--- src/rtl/iss_pkg.sv ---
`timescale 1ns / 1ps
// Package for the indexed sequence store: field widths, function codes,
// transfer payload structs, cell control struct and the control state type.
// Depends on nothing.
package iss_pkg;

    localparam int DEPTH_DEF      = 64;
    localparam int DATA_WIDTH_DEF = 32;

    localparam int FUNC_W  = 3;
    localparam int POS_W   = 7;
    localparam int WORD_W  = 32;
    localparam int COUNT_W = 7;

    localparam logic [FUNC_W-1:0] FUNC_READ   = 3'd0;
    localparam logic [FUNC_W-1:0] FUNC_WRITE  = 3'd1;
    localparam logic [FUNC_W-1:0] FUNC_APPEND = 3'd2;
    localparam logic [FUNC_W-1:0] FUNC_INSERT = 3'd3;
    localparam logic [FUNC_W-1:0] FUNC_REMOVE = 3'd4;
    localparam logic [FUNC_W-1:0] FUNC_CLEAR  = 3'd5;

    typedef struct packed {
        logic [FUNC_W-1:0] func;
        logic [POS_W-1:0]  position;
        logic [WORD_W-1:0] word_in;
    } in_t;

    typedef struct packed {
        logic               ok;
        logic [WORD_W-1:0]  word_out;
        logic [COUNT_W-1:0] count;
    } out_t;

    typedef struct packed {
        logic write_en;
        logic append_en;
        logic insert_en;
        logic remove_en;
        logic capture;
        logic tap_shift;
    } cell_ctrl_t;

    typedef enum logic [0:0] {
        ST_IDLE,
        ST_SCAN
    } state_t;

endpackage

--- src/rtl/iss_cell.sv ---
`timescale 1ns / 1ps
// One storage cell of the sequence chain: holds one word and one read tap,
// exchanges words with both neighbors. Depends on iss_pkg.
module iss_cell #(
    parameter int DATA_WIDTH = iss_pkg::DATA_WIDTH_DEF,
    parameter int CMP_W      = iss_pkg::POS_W,
    parameter int INDEX      = 0
) (
    input  logic                    aclk,
    input  iss_pkg::cell_ctrl_t     ctrl,
    input  logic [CMP_W-1:0]        pos,
    input  logic [CMP_W-1:0]        cnt,
    input  logic [DATA_WIDTH-1:0]   word_in,
    input  logic [DATA_WIDTH-1:0]   left_data,
    input  logic [DATA_WIDTH-1:0]   right_data,
    input  logic [DATA_WIDTH-1:0]   right_tap,
    output logic [DATA_WIDTH-1:0]   data,
    output logic [DATA_WIDTH-1:0]   tap
);

    localparam logic [CMP_W-1:0] IDX   = CMP_W'(INDEX);
    localparam logic [CMP_W-1:0] IDX_1 = CMP_W'(INDEX + 1);

    logic [DATA_WIDTH-1:0] data_reg, data_next;
    logic [DATA_WIDTH-1:0] tap_reg, tap_next;

    always_comb begin
        data_next = data_reg;
        if (ctrl.write_en && IDX == pos) begin
            data_next = word_in;
        end else if (ctrl.append_en && IDX == cnt) begin
            data_next = word_in;
        end else if (ctrl.insert_en) begin
            if (IDX == pos) begin
                data_next = word_in;
            end else if (IDX > pos && IDX <= cnt) begin
                data_next = left_data;
            end
        end else if (ctrl.remove_en && IDX >= pos && IDX_1 < cnt) begin
            data_next = right_data;
        end
    end

    always_comb begin
        tap_next = tap_reg;
        if (ctrl.capture) begin
            tap_next = data_reg;
        end else if (ctrl.tap_shift) begin
            tap_next = right_tap;
        end
    end

    always_ff @(posedge aclk) begin
        data_reg <= data_next;
        tap_reg  <= tap_next;
    end

    assign data = data_reg;
    assign tap  = tap_reg;

endmodule

--- config.mk ---
export PLATFORM = sky130hd
export DESIGN_NAME = iss_cell
export DESIGN_NICKNAME = d
export VERILOG_FILES = /design/src/rtl/iss_pkg.sv /design/src/rtl/iss_cell.sv
export SDC_FILE = /design/constraint.sdc
export NUM_CORES = 1
export LEC_CHECK = 0
export BUFFER_PORTS_ARGS = -buffer_cell sky130_fd_sc_hd__buf_2
export CAP_MARGIN = 20
export CORE_MARGIN = 2
export CORE_UTILIZATION = 30
export CTS_BUF_LIST = sky130_fd_sc_hd__clkbuf_4
export DETAILED_ROUTE_END_ITERATION = 6
export HOLD_SLACK_MARGIN = 0.15
export PLACE_DENSITY = 0.64
export RECOVER_POWER = 100
export SLEW_MARGIN = 20
export SYNTH_ARGS = -nofsm -noshare
export SYNTH_HDL_FRONTEND = slang
export SYNTH_SLANG_ARGS = --single-unit
--- constraint.sdc ---
create_clock -name aclk -period 4.9 [get_ports aclk]
set_input_delay 0.98 -clock aclk [delete_from_list [all_inputs] [get_ports aclk]]
set_output_delay 0.98 -clock aclk [all_outputs]
set_load 0.005 [all_outputs]
==> metrics.txt, run 1 <==
status complete, but fails checks; mux cell area share after synthesis 21.23%; CTS hold repair buffers 0; layout cell share with drive strength beyond 1 55.07%; Post-Syn Nets 371; Synth async-reset ratio 0%; GP Congestion 0.6945; # setup viols final 0; Internal Power 877.7 uW; CTS H-tree lvls 3; Syn Inst Count 222; clock transition at the registers of the reported paths 0.11 ns; Synth top area share 59.95%; via count 2610; number of global-route vias before repair 2564; Max-slew headroom -27.11%; Area growth, synth to finish 36.18%; Commonest cells post-synth 64 x edfxtp_1, 35 x a21oi_1, 32 x mux2_2, 32 x mux2i_1, 29 x a21oi_2; worst slew pin tran 1.907 ns; area of the multi-input gates 0.001099 mm2; combinational power share 13.9%; port bufs 212; Die W 107.4 um; Routed Antenna Nets 0; Seq pwr share 56.1%; CP max-delay cell o21ai_2; Num CTS Buffers 9; crit-path max FO 33; synthesized area per cell 14.44 um2; RSZ-0062 raised after global routing no; chip height 107.4 um; Switch Pwr 260.4 uW; CP cell instances clkbuf_1 -> or4_1 -> or4_1 -> buf_4 -> and2_1 -> o21ai_2; Adder-Cell Fraction of Synth Area 0%; VDD IR max 0.1150 mV; Final Util 42.10%; Post-synth EDFFs 64; Worst Setup End Kind register; FP Rows 37; Clock power frac 30.0%; skew final 0.01392 ns; IO Pins 213; Clock Path Buffers 2; GRT Total Usage 14.61%; Data required, critical path 4.90 ns; Max Fclk 0.2514 GHz; cell accounting for the most synthesized area edfxtp_1; xor/xnor share of the synthesized area 0%; TritonCTS clock tree yes; count leader, synth edfxtp_1; Overflow after GRT 0; setup_tns 0 ns; crit start category primary input; switch share 22.88%; antenna diode count 0; clk_lat worst skew 0.40 ns; Final WS setup 0.9230 ns; largest cells by area after synthesis edfxtp_1 60%, mux2_2 11%, mux2i_1 10%, a21oi_2 7.9%, a21oi_1 5.5%; largest family of logic cells by synthesized area multiplexers; Leakage 0.001888 uW; post-layout minimum cycle time 3.977 ns; Mapped Area 0.003206 mm2; placed inst area 0.004377 mm2; yosys synthesis warning count 0; post-CTS setup buffers 0; Initial Utilization 30.91%; core region area 0.01037 mm2; crit path kind primary input to register; Hold Crit Class register to register; DR iter-0 viols 88; first-pass GRT wire length 12790 um; Finished Cell Area 0.004365 mm2; Synth Area in Compound Gates 13.78%; Post-Synth Simple-Gate Area 1.835%; Fill cells 1060; Seq cells post-synth 64; Worst Path Arrival 3.97 ns; drt first pass iters 4; largest net degree at the start of global routing 34; pwr dens 260.7 mW/mm2; WL final 8899 um; total area of sequential cells 0.001922 mm2; CP dominant cell by count or4_1; Vias/cell 4.579; fin. max-slew vios 100; fin crit share 81.16%; CTS Sinks 64; max cap viols 3; Die ar. 0.01153 mm2; Total Power 1138 uW; final-report hold violation count 0; crit-path max cell delay 0.89 ns; post-DR wirelength/cell 15.61 um; post-cts sizing count 0; CTS root buffer clkbuf_4; Setup WS pre-CTS 0.9715 ns; antenna violations before repair 0; Seq/Total Area, Yosys 59.95%; Top FF cell, synth edfxtp_1; DR DRC count 0; dpl hpwl 6391 um; Nets 579; failing checks capacitance limit, slew limit; Yosys cell types 17
## critical path: cells and delay by family
kind,cells,cell delay (ns)
AND/OR/NAND/NOR,3,1.71
buffers and inverters,2,0.38
AO/OA/AOI/OAI,1,0.89
## power groups by stage
stage	logic, uW	registers, uW	clock network [uW]
floorplan	72.4	654	0
global placement	168	650	0
detailed placement	171	651	0
CTS	171	638	359
global route	174	641	380
finish	158	639	341
## metal layers
layer,vias up,share of wire [%],GRT usage [%]
li1,1280,-,-
met1,1198,41,17.19
met2,125,51,26.04
met3,7,6.9,3.087
met4,0,1.2,5.586
met5,-,0,0
## cells by family after synthesis
kind of cell    after synthesis
compound gates               66
mux                          64
flops                        64
buf+inv                      19
simple gates                  9
## metrics by stage
stage / cells / hold slack [ns]
2_1_floorplan: 222 / 0.5774
3_3_place_gp: 555 / 0.5621
3_5_place_dp: 555 / 0.5638
4_1_cts: 570 / 0.5820
5_1_grt: 570 / 0.6134
6_report: 570 / 0.5772
## worst paths after layout
check | start | to | slack (ns) | cells past startpoint
max reg2reg | data[12]$_DFFE_PP_ | tap[12]$_DFFE_PP_ | 3.96 | 1
min | data[29]$_DFFE_PP_ | tap[29]$_DFFE_PP_ | 0.58 | 1
min reg2reg | data[29]$_DFFE_PP_ | tap[29]$_DFFE_PP_ | 0.58 | 1
max | cnt[3] | data[17]$_DFFE_PP_ | 0.92 | 6
## cell usage in the layout, fill, tap and decap left out
cell type	instances
a21oi_1	58
a21oi_2	6
and2_1	1
buf_2	183
buf_4	3
bufinv_16	1
clkbuf_1	30
clkbuf_4	10
clkinv_1	1
clkinv_2	3
edfxtp_1	64
mux2_2	32
mux2i_1	32
nand2b_1	1
nand4b_1	1
nor3_1	2
nor4_1	1
o211ai_1	1
o21ai_2	1
or2_1	1
or4_1	2
## final cells by class
type | instances | area share [%]
Timing Repair Buffer | 216 | 24.08
Multi-Input combinational cell | 139 | 25.16
Clock inverter | 5 | 1.118
Tap cell | 136 | 3.898
Clock buffer | 10 | 1.720
Sequential cell | 64 | 44.02
Note: power is estimated with default switching activity, not from simulation.
==> run 2, diff against run 1 <==
- ABC_AREA: unset -> 1
- PLACE_DENSITY: 0.64 -> 0.66
- clock period: 4.9 -> 3.4 ns (I/O delays scaled with it)
==> run 2 against run 1 <==
  * The run now ends clean
  * Combinational power up 45%
  * Wire length is 1.3% higher
  * Register-to-register slack got worse by 1.4 ns
  * Critical path depth fell by 1
  * Hold slack worse by 0.025 ns
  * Clock skew is 0.0058 ns lower
  * Via count rose by 10%
  * Synthesized cell count grew 36%
  * Utilization increased by 0.27 points
  * Clock power grew 15%
==> metrics.txt, run 2 <==
Yosys cell types 18 (+1); RSZ-0062 raised after global routing no; WL met1 3721 um (+2.4%); core region area 0.01023 mm2 (-1.3%); Synth async-reset ratio 0% (unchanged); combinational power share 14.8% (+0.9 points); post-DR wirelength/cell 13.83 um (-11%); crit-path leading delay family buffers and inverters; most common cell after layout, fill and taps aside buf_2; crit start category primary input; Seq cells post-synth 64 (unchanged); synthesized area per cell 10.36 um2 (-28%); Overflow after GRT 0 (unchanged); largest net degree at the start of global routing 64 (+88%); count leader, synth nand2_1; Post-synth EDFFs 64 (unchanged); post-CTS setup buffers 0 (unchanged); clock transition at the registers of the reported paths 0.10 ns (about the same); Clock power frac 25.3% (-4.7 points); Seq/Total Area, Yosys 61.20% (+1.2 points); Total Power 1547 uW (+36%); DR iter-0 viols 132 (+50%); drt first pass iters 4 (unchanged); CTS hold repair buffers 0 (unchanged); Worst Setup End Kind register; dpl hpwl 6962 um (+8.9%); TritonCTS clock tree yes; Synth top area share 61.20% (+1.2 points); status finished, final reports clean; CTS Sinks 64 (unchanged); crit path kind primary input to register; setup_tns 0 ns (unchanged); crit-path max FO 63 (+91%); fin. max-slew vios 0 (-100%); Hold Crit Class primary input to register; Max-slew headroom 6.316% (+33 points); Die W 106.3 um (-0.98%); commonest non-fill, non-tap cells in the layout 175 x buf_2, 133 x nand2_1, 64 x edfxtp_1, 36 x clkbuf_1, 32 x o21ai_0; final-report hold violation count 0 (unchanged); largest cells by area after synthesis edfxtp_1 61%, nand2_1 16%, mux2i_1 9.9%, o21ai_0 4.9%, inv_1 1.3%; chip height 106.3 um (-0.98%); placed insts 637 (+15%); CP max-delay cell clkbuf_2; cell accounting for the most synthesized area edfxtp_1; GRT Total Usage 15.77% (+1.2 points); Routed Antenna Nets 0 (unchanged); WL final 9019 um (+1.3%); area of the multi-input gates 0.001069 mm2 (-2.7%); VDD IR max 0.1550 mV (+35%); IO Pins 213 (unchanged); Top FF cell, synth edfxtp_1; Mapped Area 0.003141 mm2 (-2.0%); Vias/cell 4.411 (-3.7%); Final Util 42.36% (+0.27 points); antenna violations before repair 2 (+2); skew final 0.008102 ns (-0.005813 ns); Commonest cells post-synth 133 x nand2_1, 64 x edfxtp_1, 31 x mux2i_1, 31 x o21ai_0, 11 x inv_1; worst slew pin tran 1.405 ns (-0.5013 ns); CTS root buffer clkbuf_4; placed inst area 0.004300 mm2 (-1.7%); Fill cells 1052 (-0.75%); routed wl met3 706 um (+16%); Nets 661 (+14%); # setup viols final 0 (unchanged); post-layout minimum cycle time 2.383 ns; Area growth, synth to finish 38.01%; top routing layer used met5; CP cell instances buf_2 -> nand3_1 -> nand3_4 -> clkbuf_2 -> o21ai_0; port bufs 212 (unchanged); GP Congestion 0.8227 (+18%); WP buf/inv 2 (unchanged); via count 2876 (+10%); wire length on met2 4402 um (-3.1%); Syn Inst Count 303 (+36%); Final Non-Filler Cells 652 (+14%); Worst Path Arrival 2.46 ns (-1.51 ns); post-cts sizing count 0 (unchanged); number of global-route vias before repair 2803 (+9.3%); Finished Cell Area 0.004334 mm2 (-0.72%); fin crit share 70.08%; Internal Power 1167 uW (+33%); Post-Syn Nets 452 (+22%); max cap viols 0 (-3); Initial Utilization 30.70% (-0.22 points); switch share 24.55% (+1.7 points); Seq pwr share 59.8% (+3.7 points); Switch Pwr 379.7 uW (+46%); yosys synthesis warning count 0 (unchanged); Clock Path Buffers 2 (unchanged); clk_lat worst skew 0.39 ns (about the same); first-pass GRT wire length 13660 um (+6.8%); crit-path max cell delay 0.80 ns (-0.09 ns); Max Fclk 0.4197 GHz; pwr dens 356.9 mW/mm2 (+37%); Die ar. 0.01130 mm2 (-2.0%); CTS H-tree lvls 3 (unchanged); Num CTS Buffers 9 (unchanged); FP Rows 37 (unchanged); Leakage 0.002060 uW (+9.1%); total area of sequential cells 0.001922 mm2 (unchanged); DR DRC count 0 (unchanged); layout cell share with drive strength beyond 1 38.06% (-17 points); Data required, critical path 3.48 ns (-1.42 ns)
==> run 2: cell count changes after synthesis, sizes merged, moves of 5 or more <==
cell and delta:
o21ai +31, a21oi -64, inv +11, clkbuf -7, nor2 +6, buf +5
mux2 -32, nand2 +133
==> run 2: power by group through the flow <==
stage                     clock network [uW]  logic, uW  registers [uW]
after floorplan                            0       90.1             947
after global placement                     0        235             942
after detailed placement                   0        238             943
after CTS                                414        239             925
after global routing                     443        260             929
final                                    392        229             926
==> run 2: layout make-up <==
type / instances / area share, %
Sequential cell: 64 / 44.34
Clock buffer: 9 / 1.559
Timing Repair Buffer: 215 / 23.90
Clock inverter: 5 / 0.6062
Multi-Input combinational cell: 211 / 24.65
Antenna cell: 1 / 0.05774
Inverter: 11 / 0.9527
Tap cell: 136 / 3.926
==> run 2: path summary, 6_finish.rpt <==
path | endpoint | slack (ns) | cells after the start | from
min | tap[15]$_DFFE_PP_ | 0.55 | 3 | right_tap[15]
max | data[10]$_DFFE_PP_ | 1.02 | 5 | ctrl[3]
min reg2reg | tap[1]$_DFFE_PP_ | 0.56 | 2 | data[1]$_DFFE_PP_
max reg2reg | tap[29]$_DFFE_PP_ | 2.55 | 2 | data[29]$_DFFE_PP_
==> run 2: metal layers <==
| metal | vias up | GRT usage [%] |
|---|---|---|
| met1 | 1283 | 19.06 |
| li1 | 1446 | - |
| met4 | 2 | 6.297 |
| met5 | - | 0 |
| met2 | 131 | 26.88 |
| met3 | 14 | 3.924 |
==> run 2: logic make-up (layout without fill, tap and decap cells) <==
group	count (synthesis)	after routing	synth area share (%)
AND/OR/NAND/NOR	147	147	18.92
flip-flops	64	64	61.20
AO/OA/AOI/OAI	33	33	5.339
multiplexers	31	31	9.881
buffers and inverters	28	240	4.661
other	0	1	0
==> run 2: worst min-delay path, stage by stage <==
cell and delay, ns:
buf_2 0.08, nand2_1 0.04, nand2_1 0.04
==> run 2: stage by stage <==
step                      hold slack (ns)  setup WS (ns)
after floorplan                    0.5428         0.3829
after global placement             0.5340         0.9898
after detailed placement           0.5322         0.9416
after CTS                          0.5217          1.384
after global routing               0.5236         0.7898
final                              0.5520          1.017
